<file path="src/rtl/reversible_deque_engine_core_defines.svh">
// assertion macros for the reversible deque engine rtl
// no dependencies; included by rde_back, which carries the concurrent checks
`ifndef REVERSIBLE_DEQUE_ENGINE_CORE_DEFINES_SVH
`define REVERSIBLE_DEQUE_ENGINE_CORE_DEFINES_SVH

// same-cycle implication, sampled on clk, off while rst_n is low
`define RDE_ASSERT_IMP(label, ante, cons) \
    label: assert property (@(posedge clk) disable iff (!rst_n) (ante) |-> (cons)) \
        else $error("rde check failed");

// next-cycle implication, sampled on clk, off while rst_n is low
`define RDE_ASSERT_NXT(label, ante, cons) \
    label: assert property (@(posedge clk) disable iff (!rst_n) (ante) |=> (cons)) \
        else $error("rde check failed");

`endif

</file>
<file path="src/rtl/rde_pkg.sv">
// shared types and constants for the reversible deque engine
// no dependencies; imported by every rde module
package rde_pkg;

    // default capacity of the element store
    localparam int RDE_DEPTH  = 64;
    // default depth of the command queue between front and back
    localparam int RDE_QDEPTH = 2;

    // transaction kind codes on the input port
    localparam logic [1:0] KIND_LOAD    = 2'd0;
    localparam logic [1:0] KIND_REVERSE = 2'd1;
    localparam logic [1:0] KIND_DELETE  = 2'd2;
    localparam logic [1:0] KIND_DRAIN   = 2'd3;

    typedef enum logic [1:0] {
        OP_LOAD    = 2'd0,
        OP_REVERSE = 2'd1,
        OP_DELETE  = 2'd2,
        OP_DRAIN   = 2'd3
    } op_t;

    typedef enum logic [1:0] {
        STAT_ELEMENT   = 2'd0,
        STAT_EMPTY     = 2'd1,
        STAT_EMPTY_ERR = 2'd2,
        STAT_OVERFLOW  = 2'd3
    } status_t;

    typedef struct packed {
        op_t         op;
        logic [31:0] value;
    } cmd_t;

endpackage

</file>
<file path="src/rtl/rde_front.sv">
// front stage: accepts input transactions and decodes them into commands
// depends on rde_pkg
module rde_front
    import rde_pkg::*;
(
    input  logic        clk,
    input  logic        rst_n,
    input  logic        in_valid,
    output logic        in_stall,
    input  logic [1:0]  kind,
    input  logic [31:0] value,
    output logic        push,
    output cmd_t        push_cmd,
    input  logic        q_full
);

    logic front_valid_reg;
    logic front_valid_next;
    cmd_t front_cmd_reg;
    cmd_t dec_cmd;
    logic take;

    assign in_stall = front_valid_reg && q_full;
    assign take     = in_valid && !in_stall;
    assign push     = front_valid_reg && !q_full;
    assign push_cmd = front_cmd_reg;

    // only loads carry a value downstream
    always_comb
    begin
        dec_cmd.value = '0;
        unique case (kind)
            KIND_LOAD:
            begin
                dec_cmd.op    = OP_LOAD;
                dec_cmd.value = value;
            end
            KIND_REVERSE: dec_cmd.op = OP_REVERSE;
            KIND_DELETE:  dec_cmd.op = OP_DELETE;
            KIND_DRAIN:   dec_cmd.op = OP_DRAIN;
            default:      dec_cmd.op = OP_DRAIN;
        endcase
    end

    always_comb
    begin
        front_valid_next = front_valid_reg;
        if (take)
            front_valid_next = 1'b1;
        else if (push)
            front_valid_next = 1'b0;
    end

    always_ff @(posedge clk or negedge rst_n)
    begin
        if (!rst_n)
            front_valid_reg <= 1'b0;
        else
            front_valid_reg <= front_valid_next;
    end

    always_ff @(posedge clk)
    begin
        if (take)
            front_cmd_reg <= dec_cmd;
    end

endmodule

</file>
<file path="src/rtl/rde_cmdq.sv">
// short command queue decoupling the front stage from the back stage
// depends on rde_pkg
module rde_cmdq
    import rde_pkg::*;
#(
    parameter int QDEPTH = RDE_QDEPTH
)
(
    input  logic clk,
    input  logic rst_n,
    input  logic push,
    input  cmd_t push_cmd,
    output logic full,
    output logic q_valid,
    output cmd_t q_cmd,
    input  logic pop
);

    localparam int PTRW = (QDEPTH > 1) ? $clog2(QDEPTH) : 1;
    localparam int CNTW = $clog2(QDEPTH + 1);

    cmd_t            slots_reg [QDEPTH];
    logic [PTRW-1:0] wr_ptr_reg;
    logic [PTRW-1:0] wr_ptr_next;
    logic [PTRW-1:0] rd_ptr_reg;
    logic [PTRW-1:0] rd_ptr_next;
    logic [CNTW-1:0] cnt_reg;
    logic [CNTW-1:0] cnt_next;
    logic            do_push;
    logic            do_pop;

    assign full    = (cnt_reg == CNTW'(QDEPTH));
    assign q_valid = (cnt_reg != '0);
    assign q_cmd   = slots_reg[rd_ptr_reg];
    assign do_push = push && !full;
    assign do_pop  = pop && q_valid;

    always_comb
    begin
        wr_ptr_next = wr_ptr_reg;
        rd_ptr_next = rd_ptr_reg;
        cnt_next    = cnt_reg;
        if (do_push)
            wr_ptr_next = (wr_ptr_reg == PTRW'(QDEPTH - 1)) ? '0 : wr_ptr_reg + PTRW'(1);
        if (do_pop)
            rd_ptr_next = (rd_ptr_reg == PTRW'(QDEPTH - 1)) ? '0 : rd_ptr_reg + PTRW'(1);
        if (do_push && !do_pop)
            cnt_next = cnt_reg + CNTW'(1);
        else if (do_pop && !do_push)
            cnt_next = cnt_reg - CNTW'(1);
    end

    always_ff @(posedge clk or negedge rst_n)
    begin
        if (!rst_n)
        begin
            wr_ptr_reg <= '0;
            rd_ptr_reg <= '0;
            cnt_reg    <= '0;
        end
        else
        begin
            wr_ptr_reg <= wr_ptr_next;
            rd_ptr_reg <= rd_ptr_next;
            cnt_reg    <= cnt_next;
        end
    end

    always_ff @(posedge clk)
    begin
        if (do_push)
            slots_reg[wr_ptr_reg] <= push_cmd;
    end

endmodule

</file>
<file path="src/rtl/rde_back.sv">
// back stage: element store, deque pointers, error flags and drain sequencer
// depends on rde_pkg and reversible_deque_engine_core_defines.svh
`include "reversible_deque_engine_core_defines.svh"

module rde_back
    import rde_pkg::*;
#(
    parameter int DEPTH = RDE_DEPTH
)
(
    input  logic        clk,
    input  logic        rst_n,
    input  logic        q_valid,
    input  cmd_t        q_cmd,
    output logic        pop,
    output logic        out_valid,
    input  logic        out_stall,
    output logic [31:0] element,
    output logic [1:0]  status,
    output logic        last
);

    localparam int PW = $clog2(DEPTH);
    localparam int CW = $clog2(DEPTH + 1);
    localparam logic [CW-1:0] FULL = CW'(DEPTH);

    typedef enum logic [1:0] {
        ST_RUN   = 2'b01,
        ST_DRAIN = 2'b10
    } state_t;

    state_t        state_reg;
    state_t        state_next;
    logic [PW-1:0] head_reg;
    logic [PW-1:0] head_next;
    logic [CW-1:0] count_reg;
    logic [CW-1:0] count_next;
    logic          rev_reg;
    logic          rev_next;
    logic          err_reg;
    logic          err_next;
    logic          ovf_reg;
    logic          ovf_next;
    logic [PW-1:0] idx_reg;
    logic [PW-1:0] idx_next;
    logic          rd_pend_reg;
    logic          rd_pend_next;
    logic          out_valid_reg;
    logic          out_valid_next;

    logic [31:0]   mem [DEPTH];
    logic [31:0]   rd_data_reg;
    logic          rd_last_reg;
    logic [31:0]   element_reg;
    status_t       status_reg;
    logic          last_reg;

    logic          out_free;
    logic          is_drain;
    logic          drain_status;
    logic          emit_status;
    logic          issue;
    logic          idx_last;
    logic          wr_en;
    logic [PW-1:0] wr_slot;
    logic [PW-1:0] rd_slot;
    logic [PW-1:0] head_inc;
    logic [CW-1:0] rd_off;

    function automatic logic [PW-1:0] wrap_slot(input logic [PW:0] s);
        logic [PW:0] d;
        d = s - (PW+1)'(DEPTH);
        return (s >= (PW+1)'(DEPTH)) ? d[PW-1:0] : s[PW-1:0];
    endfunction

    assign out_free     = !out_valid_reg || !out_stall;
    assign is_drain     = (q_cmd.op == OP_DRAIN);
    assign drain_status = err_reg || ovf_reg || (count_reg == '0);

    // status drains need the output register and no element still in flight
    assign pop = q_valid && (state_reg == ST_RUN)
                 && (!is_drain || !drain_status || (!rd_pend_reg && out_free));
    assign emit_status = pop && is_drain && drain_status;

    assign issue    = (state_reg == ST_DRAIN) && (!rd_pend_reg || out_free);
    assign idx_last = (CW'(idx_reg) + CW'(1)) == count_reg;

    assign wr_en    = pop && (q_cmd.op == OP_LOAD) && (count_reg < FULL);
    assign wr_slot  = wrap_slot({1'b0, head_reg} + {1'b0, count_reg[PW-1:0]});
    assign head_inc = wrap_slot({1'b0, head_reg} + (PW+1)'(1));
    assign rd_off   = rev_reg ? (count_reg - CW'(1) - CW'(idx_reg)) : CW'(idx_reg);
    assign rd_slot  = wrap_slot({1'b0, head_reg} + {1'b0, rd_off[PW-1:0]});

    always_comb
    begin
        state_next = state_reg;
        head_next  = head_reg;
        count_next = count_reg;
        rev_next   = rev_reg;
        err_next   = err_reg;
        ovf_next   = ovf_reg;
        idx_next   = idx_reg;

        if (pop)
        begin
            unique case (q_cmd.op)
                OP_LOAD:
                begin
                    if (count_reg < FULL)
                        count_next = count_reg + CW'(1);
                    else
                        ovf_next = 1'b1;
                end
                OP_REVERSE: rev_next = !rev_reg;
                OP_DELETE:
                begin
                    if (count_reg == '0)
                        err_next = 1'b1;
                    else
                    begin
                        if (!rev_reg)
                            head_next = head_inc;
                        count_next = count_reg - CW'(1);
                    end
                end
                OP_DRAIN:
                begin
                    if (drain_status)
                    begin
                        head_next  = '0;
                        count_next = '0;
                        rev_next   = 1'b0;
                        err_next   = 1'b0;
                        ovf_next   = 1'b0;
                    end
                    else
                    begin
                        state_next = ST_DRAIN;
                        idx_next   = '0;
                    end
                end
                default: ;
            endcase
        end

        if (issue)
        begin
            idx_next = idx_reg + PW'(1);
            if (idx_last)
            begin
                state_next = ST_RUN;
                head_next  = '0;
                count_next = '0;
                rev_next   = 1'b0;
                err_next   = 1'b0;
                ovf_next   = 1'b0;
            end
        end

        rd_pend_next   = issue || (rd_pend_reg && !out_free);
        out_valid_next = (rd_pend_reg && out_free) || emit_status
                         || (out_valid_reg && out_stall);
    end

    always_ff @(posedge clk or negedge rst_n)
    begin
        if (!rst_n)
        begin
            state_reg     <= ST_RUN;
            head_reg      <= '0;
            count_reg     <= '0;
            rev_reg       <= 1'b0;
            err_reg       <= 1'b0;
            ovf_reg       <= 1'b0;
            idx_reg       <= '0;
            rd_pend_reg   <= 1'b0;
            out_valid_reg <= 1'b0;
        end
        else
        begin
            state_reg     <= state_next;
            head_reg      <= head_next;
            count_reg     <= count_next;
            rev_reg       <= rev_next;
            err_reg       <= err_next;
            ovf_reg       <= ovf_next;
            idx_reg       <= idx_next;
            rd_pend_reg   <= rd_pend_next;
            out_valid_reg <= out_valid_next;
        end
    end

    // element store, one write and one registered read port
    always_ff @(posedge clk)
    begin
        if (wr_en)
            mem[wr_slot] <= q_cmd.value;
        if (issue)
        begin
            rd_data_reg <= mem[rd_slot];
            rd_last_reg <= idx_last;
        end
    end

    // output register
    always_ff @(posedge clk)
    begin
        if (rd_pend_reg && out_free)
        begin
            element_reg <= rd_data_reg;
            status_reg  <= STAT_ELEMENT;
            last_reg    <= rd_last_reg;
        end
        else if (emit_status)
        begin
            element_reg <= '0;
            last_reg    <= 1'b1;
            if (err_reg)
                status_reg <= STAT_EMPTY_ERR;
            else if (ovf_reg)
                status_reg <= STAT_OVERFLOW;
            else
                status_reg <= STAT_EMPTY;
        end
    end

    assign out_valid = out_valid_reg;
    assign element   = element_reg;
    assign status    = status_reg;
    assign last      = last_reg;

    `RDE_ASSERT_IMP(a_count_bound, 1'b1, count_reg <= FULL)
    `RDE_ASSERT_IMP(a_drain_index, state_reg == ST_DRAIN, CW'(idx_reg) < count_reg)
    `RDE_ASSERT_NXT(a_drain_clears, issue && idx_last, count_reg == '0 && !rev_reg && !err_reg)
    `RDE_ASSERT_NXT(a_pend_holds, rd_pend_reg && !out_free, rd_pend_reg && $stable(rd_data_reg))

endmodule

</file>
<file path="src/rtl/reversible_deque_engine_core.sv">
// reversible deque engine: bounded double-ended queue with a direction bit
// top level; depends on rde_pkg, rde_front, rde_cmdq and rde_back
//
// Load, reverse and delete transactions are taken one per clock while the
// command queue has room and retire in the back stage; they produce no
// output. A drain of N stored elements produces N output transactions at one
// per cycle while out_stall is low, the rate being set by the single read
// port of the element store, with the final one flagged by last. A drain
// with a latched delete-on-empty error, a latched overflow, or an empty queue
// produces a single status transaction instead (the empty error wins over the
// overflow). Every drain clears the queue, the direction bit and both error
// flags. While a drain of elements runs, later transactions wait in the front
// stage and the command queue. From input acceptance, a drain passes the
// front register, command queue, store read and output register before its
// first output. The element store has no reset and needs no clearing pass.
module reversible_deque_engine_core
    import rde_pkg::*;
#(
    parameter int DEPTH  = RDE_DEPTH,
    parameter int QDEPTH = RDE_QDEPTH
)
(
    input  logic        clk,
    input  logic        rst_n,
    // input channel
    input  logic        in_valid,
    output logic        in_stall,
    input  logic [1:0]  kind,
    input  logic [31:0] value,
    // output channel
    output logic        out_valid,
    input  logic        out_stall,
    output logic [31:0] element,
    output logic [1:0]  status,
    output logic        last
);

    // front to queue
    logic push;
    cmd_t push_cmd;
    logic q_full;

    // queue to back
    logic q_valid;
    cmd_t q_cmd;
    logic pop;

    // decode stage, stalls only when the queue is full
    rde_front u_front (
        .clk      (clk),
        .rst_n    (rst_n),
        .in_valid (in_valid),
        .in_stall (in_stall),
        .kind     (kind),
        .value    (value),
        .push     (push),
        .push_cmd (push_cmd),
        .q_full   (q_full)
    );

    // short queue so the front keeps taking transactions while the back drains
    rde_cmdq #(
        .QDEPTH (QDEPTH)
    ) u_cmdq (
        .clk      (clk),
        .rst_n    (rst_n),
        .push     (push),
        .push_cmd (push_cmd),
        .full     (q_full),
        .q_valid  (q_valid),
        .q_cmd    (q_cmd),
        .pop      (pop)
    );

    // store, pointers, flags and the drain sequencer with its output register
    rde_back #(
        .DEPTH (DEPTH)
    ) u_back (
        .clk       (clk),
        .rst_n     (rst_n),
        .q_valid   (q_valid),
        .q_cmd     (q_cmd),
        .pop       (pop),
        .out_valid (out_valid),
        .out_stall (out_stall),
        .element   (element),
        .status    (status),
        .last      (last)
    );

endmodule

</file>
<file path="config.mk">
export PLATFORM = sky130hd
export DESIGN_NAME = reversible_deque_engine_core
export DESIGN_NICKNAME = d
export VERILOG_FILES = /design/src/rtl/rde_pkg.sv /design/src/rtl/rde_front.sv /design/src/rtl/rde_cmdq.sv /design/src/rtl/rde_back.sv /design/src/rtl/reversible_deque_engine_core.sv
export VERILOG_INCLUDE_DIRS = /design/src /design/src/rtl
export SDC_FILE = /design/constraint.sdc
export NUM_CORES = 2
export LEC_CHECK = 0
export ABC_CLOCK_PERIOD_IN_PS = 4500
export BUFFER_PORTS_ARGS = -buffer_cell sky130_fd_sc_hd__buf_2
export CAP_MARGIN = 20
export CORE_UTILIZATION = 29
export CTS_BUF_LIST = sky130_fd_sc_hd__clkbuf_8
export DETAILED_ROUTE_END_ITERATION = 8
export PLACE_DENSITY = 0.42
export SYNTH_ARGS = -nofsm -noshare
export SYNTH_HDL_FRONTEND = slang
export SYNTH_SLANG_ARGS = --single-unit
</file>
<file path="constraint.sdc">
create_clock -name clk -period 4.5 [get_ports clk]
set_clock_uncertainty 0.15 [all_clocks]
set_input_delay 0.675 -clock clk [delete_from_list [all_inputs] [get_ports clk]]
set_output_delay 0.675 -clock clk [all_outputs]
set_load 0.03 [all_outputs]
</file>
==> metrics.yaml <==
outcome:
  outcome: "completed"
power:
  powerDensity_nw_per_um2: 415
  ir_worst_vdd_mv: 0.220
  p_leak_nw: 33.5
clock_network:
  cts_max_path_buffers: 4
  cts.sinks: 2249
  ctsHtreeMaxLevel: 5
  cts_made_buffers: 387
  insertion_delay_ns: 1.00
  cts_tree: "built"
  path_clk_slew_ns: 0.06
  root_buffer: "clkbuf_8"
die:
  io_pins: 75
  die_area_um2: 303000
  core_um2: 298000
  dieWidth_um: 550
  rows: 200
  initial_core_util_pct: 29.2
  die_h_um: 550
timing:
  finalHoldViolations: 0
  tightest_slew_ns: 1.15
  setup_violations: 0
  drv_slew: 0
  rsz0062_at_grt: "true"
  post-route-period-util_pct: 99.3
  max-slew-margin-rel_pct: 23.4
  finalCriticalPeriod_ns: 4.47
  fmax_ghz: 0.224
  worst_slack_ns: 0.0313
yosys:
  synth_edf_count: 2216
  synth.avg_cell_area_um2: 20.7
  synthDistinctLibCells: 75
  async_reset_ff_share_pct: 1.38
  syn_inst: 4221
  synth_warnings: 0
  synthFlopType: "edfxtp_1"
  ys_ff_latch: 2249
  syn_area_um2: 87200
  ys_seq_area_share_pct: 77.3
  syn_nets: 4287
finish:
  largest_reg_flops: 2048
  fin_area_um2: 106000
  nFillCells: 27700
  drive_above_1_share_pct: 33.6
  synthToLayoutAreaGrowth_pct: 22.0
  layout.nets: 5088
grt:
  grt_pass1_vias: 47100
  grt_usage_pct: 17.9
  grt_max_degree: 65
  grt_overflow: 0
  antenna_found_initial: 24
  grt_pass1_wl_um: 378000
setup_path:
  rr_startpoint: "u_back.count_reg[0]"
  worstPathArrival_ns: 5.01
  cp_max_fo: 7
  crit_type: "register to register"
  ff2ff_path_depth: 19
  worstReg2RegEnd: "u_back.rd_data_reg[23]"
  reg2reg_slack_ns: 0.03
  end_kind: "register"
  required_ns: 5.04
  start_kind: "register"
placed_design:
  place_ws_ns: -0.713
  detailed_place_hpwl_um: 160000
  place_area_um2: 97000
  io_buffers: 74
  place.gp.congestion: 0.778
detailed_routing:
  routed_wl_um: 273000
  drcViolationCount: 0
  avgViaCountPerCell: 4.88
  ant_nets: 0
  first_iter_violations: 4362
  drt-wirelength-per-cell_um: 29.5
  vias: 45100
  first_pass_iters: 5
worst_hold_path:
  hold_path.class: "primary input to async pin"
run:
  drv_cap: 0
cell usage after synthesis (all sizes together), types with 19 or more instances:
cell type  count  area [µm²]
clkbuf       128         480
dfrtp         30         751
and2          69         432
o221ai        64         561
o21ai         22         110
a32oi         65         569
mux2          32         360
xnor2         19         166
ha            25         313
edfxtp      2216       66500
buf           93         470
mux4         512       11500
nor2         291        1090
mux2i         99         991
nand2        358        1340
inv           25        93.8
a21oi         25         125
kinds of logic after synthesis:
kind of cell	synth area share, %
compound gates	2.11
xor+xnor	0.337
fa+ha+maj	0.428
buf+inv	1.20
flops	77.3
mux	14.8
simple gates	3.87
cells in the final DEF, fill, tap and decap left out, drive strengths merged, types with 65 or more instances in the layout:
cell,Yosys,final
clkinv,0,135
clkbuf,128,402
mux2i,99,99
mux4,512,512
and2,69,69
a32oi,65,65
inv,25,146
edfxtp,2216,2216
nand2,358,358
buf,93,587
nor2,291,291
report_power, final:
| part | switching (W) | leakage [nW] | total, W | internal (W) |
|---|---|---|---|---|
| clock | 0.00829 | 3.86 | 0.0166 | 0.00836 |
| sequential | 0.0000807 | 20.4 | 0.0247 | 0.0247 |
| combinational | 0.00231 | 9.27 | 0.00269 | 0.000372 |
routing by layer:
layer | vias up | GRT usage [%] | wire length [µm]
met5 | - | 0 | 30
met4 | 6 | 5.81 | 8900
met3 | 424 | 3.30 | 16400
met2 | 1295 | 29.1 | 130000
met1 | 24400 | 24.2 | 118000
li1 | 19000 | - | -
critical path: stages (launching register included):
cell and delay (ns):
dfrtp_1 0.42, buf_6 0.14, or3_4 0.36, xnor2_1 0.14
ha_1 0.30, or3b_4 0.38, a31o_4 0.26, ha_4 0.27
a21oi_4 0.14, a21oi_2 0.08, buf_6 0.13, nor4_4 0.26
buf_6 0.15, buf_12 0.19, buf_12 0.16, a32oi_1 0.07
buf_4 0.19, o221ai_1 0.07, buf_4 0.22, mux2i_1 0.10
cell type report:
type	count	area (µm²)	share of cell area (%)
Clock buffer	398	5480	5.15
Tap cell	3939	4930	4.64
Multi-Input combinational cell	1726	20400	19.2
Timing Repair Buffer	633	6820	6.42
Clock inverter	264	1200	1.13
Sequential cell	2249	67400	63.4
Antenna cell	11	27.5	0.0259
Inverter	25	93.8	0.0883
through the flow:
step / util, % / hold WS (ns) / cells / setup TNS, ns / power, W
after floorplan: - / 0.229 / 4221 / 0 / 0.0262
after global placement: 32.5 / 0.272 / 8473 / -15.77 / 0.0278
after detailed placement: 32.5 / 0.284 / 8474 / -13.11 / 0.0279
after CTS: 35.5 / 0.124 / 9222 / 0 / 0.0447
after global routing: 35.7 / 0.229 / 9235 / -0.427 / 0.0457
final: 35.7 / 0.209 / 9245 / 0 / 0.0441
worst max-delay path by stage:
stage	startpoint	end	slack, ns	cells past startpoint
global placement	u_back.count_reg[0]	u_back.rd_data_reg[21]	-0.80	17
global route	u_back.count_reg[0]	u_back.rd_data_reg[23]	-0.07	19
detailed placement	u_back.count_reg[0]	u_back.rd_data_reg[12]	-0.71	17
finish	u_back.count_reg[0]	u_back.rd_data_reg[23]	0.03	19
floorplan	u_cmdq.rd_ptr_reg	u_back.mem[17][0]	0.04	10
CTS	u_back.count_reg[0]	u_back.rd_data_reg[17]	0.01	19
timing repair:
action	in CTS	in global routing
cloned	15	3
setup buffers	39	11
setup endpoints to repair	32	32
hold endpoints to repair	67	0
pin swaps	19	21
gates resized for setup	140	71
hold buffers	37	0
Note: power is estimated with default switching activity, not from simulation.
